--- config.mk ---
export PLATFORM = sky130hd
export DESIGN_NAME = fractional_tick_countdown_bank_unit
export DESIGN_NICKNAME = d
export VERILOG_FILES = /design/src/rtl/ftcb_pkg.sv /design/src/rtl/ftcb_ram.sv /design/src/rtl/fractional_tick_countdown_bank_unit.sv
export SDC_FILE = /design/constraint.sdc
export NUM_CORES = 1
export LEC_CHECK = 0
export BUFFER_PORTS_ARGS = -buffer_cell sky130_fd_sc_hd__buf_2
export CAP_MARGIN = 20
export CELL_PAD_IN_SITES_DETAIL_PLACEMENT = 0
export CELL_PAD_IN_SITES_GLOBAL_PLACEMENT = 1
export CORE_UTILIZATION = 45
export DETAILED_ROUTE_END_ITERATION = 7
export GPL_TIMING_DRIVEN = 0
export HOLD_SLACK_MARGIN = 0.02
export PLACE_DENSITY = 0.82
export SLEW_MARGIN = 20
export SYNTH_ARGS = -nofsm -noshare
export SYNTH_HDL_FRONTEND = slang
export SYNTH_HIERARCHICAL = 1
export SYNTH_SLANG_ARGS = --single-unit
export TNS_END_PERCENT = 50
--- constraint.sdc ---
create_clock -name clk -period 4.2 [get_ports clk]
set_input_delay 0.63 -clock clk [delete_from_list [all_inputs] [get_ports clk]]
set_output_delay 0.63 -clock clk [all_outputs]
set_load 0.02 [all_outputs]
--- src/rtl/ftcb_pkg.sv ---
// Package with shared constants, codes and types for the fractional tick countdown bank.
package ftcb_pkg;

    localparam int NUM_TIMERS  = 4;
    localparam int TIMER_IDX_W = (NUM_TIMERS > 1) ? $clog2(NUM_TIMERS) : 1;

    localparam logic [6:0] RESET_INCREMENT = 7'd16;
    localparam logic [7:0] RESET_MODULUS   = 8'd125;
    localparam logic [5:0] LAST_SECOND     = 6'd59;

    localparam logic [1:0] CFG_INCREMENT = 2'd0;
    localparam logic [1:0] CFG_MODULUS   = 2'd1;
    localparam logic [1:0] CFG_ENABLE    = 2'd2;

    localparam logic ACT_TICK = 1'b0;
    localparam logic ACT_LOAD = 1'b1;

    typedef struct packed {
        logic [7:0] minutes;
        logic [5:0] seconds;
        logic [7:0] subseconds;
        logic       running;
        logic       expired;
    } timer_entry_t;

    localparam int ENTRY_W = $bits(timer_entry_t);

    typedef enum logic [1:0] {
        ST_IDLE,
        ST_READ,
        ST_WRITE
    } state_t;

endpackage

--- src/rtl/ftcb_ram.sv ---
// Generic single-port-write, single-port-read RAM with registered read data.
module ftcb_ram #(
    parameter int WIDTH = 8,
    parameter int DEPTH = 4,
    parameter int ADDR_W = (DEPTH > 1) ? $clog2(DEPTH) : 1
) (
    input  logic              clk,
    input  logic              we,
    input  logic [ADDR_W-1:0] wr_addr,
    input  logic [WIDTH-1:0]  wr_data,
    input  logic [ADDR_W-1:0] rd_addr,
    output logic [WIDTH-1:0]  rd_data
);

    logic [WIDTH-1:0] mem [DEPTH];

    always_ff @(posedge clk)
    begin
        if (we)
        begin
            mem[wr_addr] <= wr_data;
        end
        rd_data <= mem[rd_addr];
    end

endmodule

--- src/rtl/fractional_tick_countdown_bank_unit.sv ---
// Top level of the fractional tick countdown bank: tick accumulator and timer sequencer.
//
//  Channel  | Direction | Contents
//  ---------+-----------+-------------------------------------------------------
//  s_*      | in        | tick or load word (tuser selects), one timer load
//  m_*      | out       | one status word per timer on each tick, tlast on final
//  cfg_*    | in        | increment, modulus and countdown enable registers
//
// A load word is accepted in the idle state and written straight to the timer memory.
// A tick is accepted in the idle state, then each timer is visited in turn (read the
// timer memory, then step and write back) before the sequencer returns to idle.
// Reset sets the registers, status data apart, to their defaults and clears the
// per-entry valid bits; an entry that was never written reads as zero. A stalled output
// holds the sequencer in the write-back state until the status word register frees up.
module fractional_tick_countdown_bank_unit
    import ftcb_pkg::*;
(
    input  logic        clk,
    input  logic        rst_n,
    input  logic        s_tvalid,
    output logic        s_tready,
    // timer_index, load_minutes, load_seconds, load_subseconds, load_running
    input  logic [23:0] s_tdata,
    // action
    input  logic        s_tuser,
    output logic        m_tvalid,
    input  logic        m_tready,
    // result_index, minutes_left, seconds_left, is_running, has_expired,
    // timestamp, zero fill
    output logic [31:0] m_tdata,
    output logic        m_tlast,
    input  logic        cfg_we,
    input  logic [1:0]  cfg_index,
    input  logic [7:0]  cfg_data
);

    state_t state_reg, state_next;

    logic [6:0] increment_reg;
    logic [7:0] modulus_reg;
    logic       enable_reg;

    logic [7:0] accum_reg, accum_next;
    logic [7:0] stamp_reg, stamp_next;

    logic [TIMER_IDX_W-1:0] idx_reg, idx_next;
    logic [NUM_TIMERS-1:0]  valid_reg, valid_next;

    logic        out_valid_reg, out_valid_next;
    logic [25:0] out_data_reg, out_data_next;
    logic        out_last_reg, out_last_next;

    logic [1:0]  in_index;
    logic [7:0]  in_minutes;
    logic [5:0]  in_seconds;
    logic [6:0]  in_subseconds;
    logic        in_running;

    logic                   accept;
    logic                   load_ok;
    logic                   out_free;
    logic                   step_write;
    logic                   ram_we;
    logic [TIMER_IDX_W-1:0] ram_wr_addr;
    timer_entry_t           ram_wr_data;
    logic [ENTRY_W-1:0]     ram_rd_data;
    timer_entry_t           cur_entry;
    timer_entry_t           step_entry;
    timer_entry_t           load_entry;
    logic [8:0]             accum_sum;
    logic                   idx_last;

    assign in_index      = s_tdata[1:0];
    assign in_minutes    = s_tdata[9:2];
    assign in_seconds    = s_tdata[15:10];
    assign in_subseconds = s_tdata[22:16];
    assign in_running    = s_tdata[23];

    assign accept   = s_tvalid && s_tready;
    assign load_ok  = (int'(in_index) < NUM_TIMERS);
    assign out_free = !out_valid_reg || m_tready;
    assign idx_last = (idx_reg == TIMER_IDX_W'(NUM_TIMERS - 1));

    ftcb_ram #(
        .WIDTH (ENTRY_W),
        .DEPTH (NUM_TIMERS)
    ) u_timer_ram (
        .clk     (clk),
        .we      (ram_we),
        .wr_addr (ram_wr_addr),
        .wr_data (ram_wr_data),
        .rd_addr (idx_reg),
        .rd_data (ram_rd_data)
    );

    always_comb
    begin
        if (valid_reg[idx_reg])
        begin
            cur_entry = timer_entry_t'(ram_rd_data);
        end
        else
        begin
            cur_entry = '0;
        end
    end

    // One countdown step of the timer that was just read.
    always_comb
    begin
        step_entry = cur_entry;
        if (enable_reg && cur_entry.running)
        begin
            if (cur_entry.subseconds >= {1'b0, increment_reg})
            begin
                step_entry.subseconds = cur_entry.subseconds - {1'b0, increment_reg};
            end
            else
            begin
                step_entry.subseconds = cur_entry.subseconds + modulus_reg
                                        - {1'b0, increment_reg};
                if (cur_entry.seconds != '0)
                begin
                    step_entry.seconds = cur_entry.seconds - 6'd1;
                end
                else if (cur_entry.minutes != '0)
                begin
                    step_entry.minutes = cur_entry.minutes - 8'd1;
                    step_entry.seconds = LAST_SECOND;
                end
                else
                begin
                    step_entry.running = 1'b0;
                    step_entry.expired = 1'b1;
                end
            end
        end
    end

    always_comb
    begin
        load_entry.minutes = in_minutes;
        load_entry.seconds = in_seconds;
        if ({1'b0, in_subseconds} >= modulus_reg)
        begin
            load_entry.subseconds = (modulus_reg == '0) ? 8'd0 : modulus_reg - 8'd1;
        end
        else
        begin
            load_entry.subseconds = {1'b0, in_subseconds};
        end
        load_entry.running = in_running;
        load_entry.expired = 1'b0;
    end

    assign accum_sum = {1'b0, accum_reg} + {2'b00, increment_reg};

    // Next state.
    always_comb
    begin
        state_next = state_reg;
        case (state_reg)
            ST_IDLE:
            begin
                if (accept && (s_tuser == ACT_TICK))
                begin
                    state_next = ST_READ;
                end
            end
            ST_READ:
            begin
                state_next = ST_WRITE;
            end
            ST_WRITE:
            begin
                if (out_free)
                begin
                    state_next = idx_last ? ST_IDLE : ST_READ;
                end
            end
            default:
            begin
                state_next = ST_IDLE;
            end
        endcase
    end

    // State outputs.
    always_comb
    begin
        s_tready   = 1'b0;
        step_write = 1'b0;
        case (state_reg)
            ST_IDLE:
            begin
                s_tready = 1'b1;
            end
            ST_READ:
            begin
                step_write = 1'b0;
            end
            ST_WRITE:
            begin
                step_write = out_free;
            end
            default:
            begin
                s_tready = 1'b0;
            end
        endcase
    end

    always_comb
    begin
        ram_we      = 1'b0;
        ram_wr_addr = idx_reg;
        ram_wr_data = step_entry;
        valid_next  = valid_reg;
        if (step_write)
        begin
            ram_we              = 1'b1;
            valid_next[idx_reg] = 1'b1;
        end
        else if (accept && (s_tuser == ACT_LOAD) && load_ok)
        begin
            ram_we                  = 1'b1;
            ram_wr_addr             = TIMER_IDX_W'(in_index);
            ram_wr_data             = load_entry;
            valid_next[ram_wr_addr] = 1'b1;
        end
    end

    always_comb
    begin
        accum_next = accum_reg;
        stamp_next = stamp_reg;
        idx_next   = idx_reg;
        if (accept && (s_tuser == ACT_TICK))
        begin
            idx_next = '0;
            if (accum_sum >= {1'b0, modulus_reg})
            begin
                accum_next = 8'(accum_sum - {1'b0, modulus_reg});
                stamp_next = stamp_reg + 8'd1;
            end
            else
            begin
                accum_next = accum_sum[7:0];
            end
        end
        else if (step_write && !idx_last)
        begin
            idx_next = idx_reg + TIMER_IDX_W'(1);
        end
    end

    always_comb
    begin
        out_valid_next = out_valid_reg;
        out_data_next  = out_data_reg;
        out_last_next  = out_last_reg;
        if (m_tready)
        begin
            out_valid_next = 1'b0;
        end
        if (step_write)
        begin
            out_valid_next = 1'b1;
            out_data_next  = {stamp_reg, step_entry.expired, step_entry.running,
                              step_entry.seconds, step_entry.minutes, 2'(idx_reg)};
            out_last_next  = idx_last;
        end
    end

    always_ff @(posedge clk or negedge rst_n)
    begin
        if (!rst_n)
        begin
            state_reg     <= ST_IDLE;
            increment_reg <= RESET_INCREMENT;
            modulus_reg   <= RESET_MODULUS;
            enable_reg    <= 1'b0;
            accum_reg     <= '0;
            stamp_reg     <= '0;
            idx_reg       <= '0;
            valid_reg     <= '0;
            out_valid_reg <= 1'b0;
        end
        else
        begin
            state_reg     <= state_next;
            accum_reg     <= accum_next;
            stamp_reg     <= stamp_next;
            idx_reg       <= idx_next;
            valid_reg     <= valid_next;
            out_valid_reg <= out_valid_next;
            if (cfg_we)
            begin
                case (cfg_index)
                    CFG_INCREMENT: increment_reg <= cfg_data[6:0];
                    CFG_MODULUS:   modulus_reg   <= cfg_data;
                    CFG_ENABLE:    enable_reg    <= cfg_data[0];
                    default:       enable_reg    <= enable_reg;
                endcase
            end
        end
    end

    always_ff @(posedge clk)
    begin
        out_data_reg <= out_data_next;
        out_last_reg <= out_last_next;
    end

    assign m_tvalid = out_valid_reg;
    assign m_tdata  = {6'b000000, out_data_reg};
    assign m_tlast  = out_last_reg;

endmodule

==> results of run 1 <==
## placed cells by master (no fill, tap or decap), types with 25 or more instances in the layout
master | synthesis | layout
dfrtp_1 | 34 | 33
ha_1 | 46 | 46
nand2_1 | 60 | 59
buf_2 | 4 | 73
edfxtp_1 | 123 | 123
o21ai_0 | 39 | 36
inv_1 | 49 | 48
a21oi_1 | 27 | 25
nor2_1 | 42 | 42
## worst paths after layout
check	cells after the start	slack [ns]	start	to
setup / recovery	14	0.10	idx_reg[0]	u_timer_ram/mem[2][2]
hold / removal	1	0.33	rst_n	modulus_reg[1]
setup reg to reg	14	0.10	idx_reg[0]	u_timer_ram/mem[2][2]
hold reg to reg	1	0.48	stamp_reg[7]	stamp_reg[7]
max in group asynchronous	1	3.20	rst_n	idx_reg[0]
min in group clk	3	0.42	cfg_data[5]	increment_reg[5]
## critical path, stage by stage, from the launching register on
cell and delay (ns):
dfrtp_2 0.46, buf_6 0.15, mux4_2 0.43, buf_6 0.19, buf_2 0.28, nand2_1 0.14
ha_1 0.23, fa_1 0.40, nand2b_1 0.18, o2bb2ai_2 0.17, a31oi_4 0.20, buf_4 0.22
nor2_2 0.10, a211oi_1 0.38, o22ai_1 0.23
## power breakdown
part	internal (mW)	leakage, nW	switching [mW]	total (mW)
Clock	0.868	0.296	0.777	1.65
Combinational	2.08	2.32	2.98	5.06
Sequential	2.81	1.81	0.308	3.12
## through the flow
stage,utilization [%],std cells
after floorplan,-,782
after global placement,49.5,1125
after detailed placement,49.7,1128
after CTS,52.9,1162
after global routing,53.2,1163
final,53.2,1163
## what timing repair did
| item | 4_1_cts | 5_1_grt |
|---|---|---|
| resized for setup | 11 | 17 |
| endpoints found under the setup margin | 97 | 97 |
| pin swaps | 1 | 1 |
| setup buffers | 3 | 1 |
| hold buffers | 0 | 0 |
## area by class of cell
class	instances	area [um^2]
Fill cell	1814	9900
Tap cell	275	344
Multi-Input combinational cell	515	4290
Inverter	49	184
Sequential cell	188	5210
Clock inverter	14	170
Timing Repair Buffer	75	400
Buffer	29	211
Clock buffer	18	439
## logic make-up after synthesis
group	count (synthesis)	share of synthesized area, %
compound gates	148	10.3
xor+xnor	32	2.87
fa+ha+maj	56	7.94
buf+inv	79	4.03
flops	188	53.3
mux	63	10.1
other cells	1	0.0384
simple gates	210	11.5
## routing by layer
layer	vias to the layer above	GRT usage [%]	share of wire [%]
met4	0	9.69	3.0
met1	3222	29.6	45
met2	205	34.2	47
met3	42	3.85	5.5
met5	-	0	0
li1	3102	-	-
==> results.toml, run 1 <==
[synth]
synthDistinctLibCells = 87
synth_common_cells = "123 x edfxtp_1, 60 x nand2_1, 49 x inv_1, 46 x ha_1, 42 x nor2_1"
synth_edf_count = 123
ys_seq_elements = 188
yosysMostFrequentCell = "edfxtp_1"
syn_inst = 777
post-synth-top-area-fraction_pct = 37.8
synth_area_leaders = "edfxtp_1 38%, dfrtp_1 8.7%, ha_1 5.9%"
ys_warn_count = 6
ys_seq_area_share_pct = 53.3
netlist_area_um2 = 9770
yosysTopAreaCell = "edfxtp_1"
avgSynthCellArea_um2 = 12.6
yosys_most_used_dff = "edfxtp_1"
ys_async_sr_fraction_pct = 21.8

[timing]
finalSetupViolCount = 0
hold_viol_final = 0
timing.final.crit_share_pct = 97.6
skew_ns = 0.0113
tightest_slew_ns = 0.969
holdWs_ns = 0.333
fmax_mhz = 244
tns_ns = 0
timing.final.ws_setup_ns = 0.102
report.final.slew_viol_count = 0
slew-limit-headroom_pct = 35.1
layout_min_cycle_time_ns = 4.10
rsz0062_at_grt = "true"

[pwr]
power_per_cell_area_nw_per_um2 = 873
total_power_mw = 9.83
ir_drop_mv = 0.397
p_leak_nw = 4.43

[finish]
syn2layout_area_growth_pct = 15.1
drive_gt1_share_pct = 24.3
nNetsFinal = 971
largest_reg_flops = 96
n_antenna_cell = 0
design_area_um2 = 11300

[job]
cap_viol_max_count = 0

[place]
io_buffers = 68
place_area_um2 = 10500
post-place-ws_ns = -0.576
dp_hpwl_um = 16500
place.gp.congestion = 0.910

[detailed_routing]
vias_per_cell = 5.65
drc = 0
final_antenna_net_count = 0
drt_first_pass_iters = 5
vias = 6571
drt_iter0_drc = 401
avgRoutedWirePerCell_um = 19.6
routed_wl_um = 22800

[worst_setup_path]
worstSetupEndpointType = "flop"
critPathRequiredTime_ns = 4.32
critPathKind = "reg -> reg"
cp-start-kind = "flop"
arrival_ns = 4.22
crit_fanout = 10

[global_route]
antenna_found_initial = 0
overflow = 0
grt_pass1_wl_um = 35900
grt_pass1_vias = 6557
track_usage_pct = 21.8
grt_max_degree = 42

[cts]
numClockSinks = 188
numCtsBuffers = 17
h-tree-depth = 4
path_clk_slew_ns = 0.07
cts_tree = "done"
clk_path_buf_depth = 2
cts_root_buf = "clkbuf_16"
clk_latency_ns = 0.44

[floorplan]
die_area_um2 = 22300
start_util_pct = 46.2
coreArea_um2 = 21200
pin_count = 75
die_w_um = 149
rows = 53
die_y_um = 149

[hold_path]
hp-class = "in -> async"

[run_status]
status = "finished clean"
Note: power is estimated with default switching activity, not from simulation.
==> run 2: changes to the inputs <==
- CORE_MARGIN: not set -> 2
- SYNTH_HIERARCHICAL: 1 -> not set
==> results.toml, run 2 <==
[cts]
clk_path_buf_depth = 2
cts_root_buf = "clkbuf_16"
clk_latency_ns = 0.43
path_clk_slew_ns = 0.07
numClockSinks = 188
h-tree-depth = 4
hold_buffers = 0
cts_tree = "done"
numCtsBuffers = 17

[floorplan]
coreArea_um2 = 21000
die_w_um = 150
start_util_pct = 45.7
rows = 53
pin_count = 75
die_area_um2 = 22500
die_y_um = 150

[detailed_routing]
avgRoutedWirePerCell_um = 19.0
routed_wl_um = 21700
drt_iter0_drc = 443
drc = 0
vias_per_cell = 5.62
final_antenna_net_count = 0
vias = 6434
drt_first_pass_iters = 5

[worst_setup_path]
arrival_ns = 4.12
regToRegSetupSlack_ns = 0.21
r2r_cells = 14
crit_chain = "mux4_2 > buf_6 > clkbuf_4 > buf_4 > nand2_1 > ha_1 > fa_1 > nand2b_1 > o2bb2ai_2 > a31oi_4 > buf_2 > nor2_2 > a211oi_1 > o32ai_2"
crit_end = "u_timer_ram.mem[3][2]"
path_buf_inv = 4
timing.rr.start = "idx_reg[0]"
cp-start-kind = "flop"
rr_endpoint = "u_timer_ram.mem[3][2]"
max_stage_delay_ns = 0.41
crit_start = "idx_reg[0]"
path_depth = 14
crit_family = "buffers and inverters"
critPathRequiredTime_ns = 4.32
crit_fanout = 10
worstSetupEndpointType = "flop"
crit_slowest_cell = "dfrtp_2"
critPathKind = "reg -> reg"

[timing]
fmax_mhz = 250
skew_ns = 0.00933
tightest_slew_ns = 0.930
report.final.slew_viol_count = 0
slew-limit-headroom_pct = 38.0
timing.final.crit_share_pct = 95.1
hold_viol_final = 0
holdWs_ns = 0.338
rsz0062_at_grt = "true"
layout_min_cycle_time_ns = 3.99
finalSetupViolCount = 0

[synth]
syn_inst = 762
synthDistinctLibCells = 78
avgSynthCellArea_um2 = 12.6
synth_edf_count = 123
synth_area_leaders = "edfxtp_1 39%, dfrtp_1 8.9%, ha_1 6.0%"
ys_seq_elements = 188
netlist_area_um2 = 9570
yosys_most_used_dff = "edfxtp_1"
ys_warn_count = 0
yosysMostFrequentCell = "edfxtp_1"
yosysTopAreaCell = "edfxtp_1"
ys_seq_area_share_pct = 54.4
synth_common_cells = "123 x edfxtp_1, 67 x nand2_1, 46 x ha_1, 44 x inv_1, 41 x nor2_1"
ys_async_sr_fraction_pct = 21.8
post-synth-top-area-fraction_pct = 38.6

[pwr]
ir_drop_mv = 0.464
total_power_mw = 9.10
p_leak_nw = 4.25
power_per_cell_area_nw_per_um2 = 830

[finish]
largest_reg_flops = 96
n_antenna_cell = 0
design_area_um2 = 11000
fin_cells = 1145
nNetsFinal = 953
final_cell_mix = "123 x edfxtp_1, 73 x buf_2, 67 x nand2_1"
drive_gt1_share_pct = 23.6
syn2layout_area_growth_pct = 14.6
layout_commonest_cell = "edfxtp_1"

[global_route]
antenna_found_initial = 0
grt_max_degree = 42
overflow = 0
track_usage_pct = 20.2
grt_pass1_wl_um = 34300
grt_pass1_vias = 6166

[place]
place_area_um2 = 10300
dp_hpwl_um = 15800
dp.cells = 1112
io_buffers = 68
place.gp.congestion = 0.860

[hold_path]
hp-class = "in -> async"

[job]
cap_viol_max_count = 0

[run_status]
status = "finished clean"
run 2: changes by cell type after synthesis, moves of 6 or more:
cell | before | now
nand2_1 | 60 | 67
a211oi_1 | 4 | 10
mux2_2 | 16 | 22
o31ai_1 | 8 | 2
xnor2_1 | 24 | 18
run 2: metrics by stage:
stage	utilization [%]	setup slack, ns	setup TNS [ns]
floorplan	-	0.558	0
global placement	49.0	-0.746	-20.30
detailed placement	49.3	-0.300	-4.11
CTS	52.2	0.00491	0
global route	52.3	-0.0385	-0.295
finish	52.3	0.206	0
run 2: area by class of cell:
cell class,count,area (um^2)
Clock buffer,19,433
Sequential cell,188,5210
Tap cell,275,344
Multi-Input combinational cell,508,4150
Timing Repair Buffer,71,387
Fill cell,1854,9990
Inverter,45,169
Buffer,26,141
Clock inverter,13,136
run 2: kinds of logic after synthesis:
logic type                 count (synthesis)  synth area share, %
AOI/OAI and AO/OA                        154                 11.0
xor gates and xnor gates                  23                 2.10
adders and majority gates                 56                 8.10
buffers and inverters                     71                 3.19
DFF                                      188                 54.4
muxes                                     64                 10.2
other                                      1               0.0392
and+or+nand+nor                          205                 10.9
run 2: how the worst min path moves through the flow:
stage / start / to / slack, ns / cells past startpoint
2_1_floorplan: rst_n / accum_reg[0] / 0.33 / 0
3_3_place_gp: valid_reg[2] / valid_reg[2] / 0.45 / 1
3_5_place_dp: valid_reg[3] / valid_reg[3] / 0.45 / 1
4_1_cts: rst_n / stamp_reg[6] / 0.36 / 1
5_1_grt: rst_n / stamp_reg[5] / 0.40 / 1
6_report: rst_n / stamp_reg[5] / 0.34 / 1
run 2: timing repair:
action | CTS | global route
endpoints found under the setup margin | 49 | 67
resized for setup | 5 | 8
pin swaps | 0 | 3
cloned | 0 | 0
setup buffers | 0 | 1
run 2: worst reg2reg max path, stage by stage (launching register included):
cell       delay, ns
dfrtp_2         0.41
mux4_2          0.38
buf_6           0.16
clkbuf_4        0.23
buf_4           0.23
nand2_1         0.11
ha_1            0.22
fa_1            0.40
nand2b_1        0.17
o2bb2ai_2       0.17
a31oi_4         0.30
buf_2           0.33
nor2_2          0.13
a211oi_1        0.30
o32ai_2         0.15
run 2: where the power goes:
part | internal, mW | switching (mW)
combinational | 1.79 | 2.64
sequential | 2.79 | 0.325
clock | 0.879 | 0.670
run 2: metal layers:
layer	global-route usage [%]	routed length, um
met1	29.1	9980
met2	31.0	10100
met3	4.79	1300
met4	5.09	296
met5	0	0
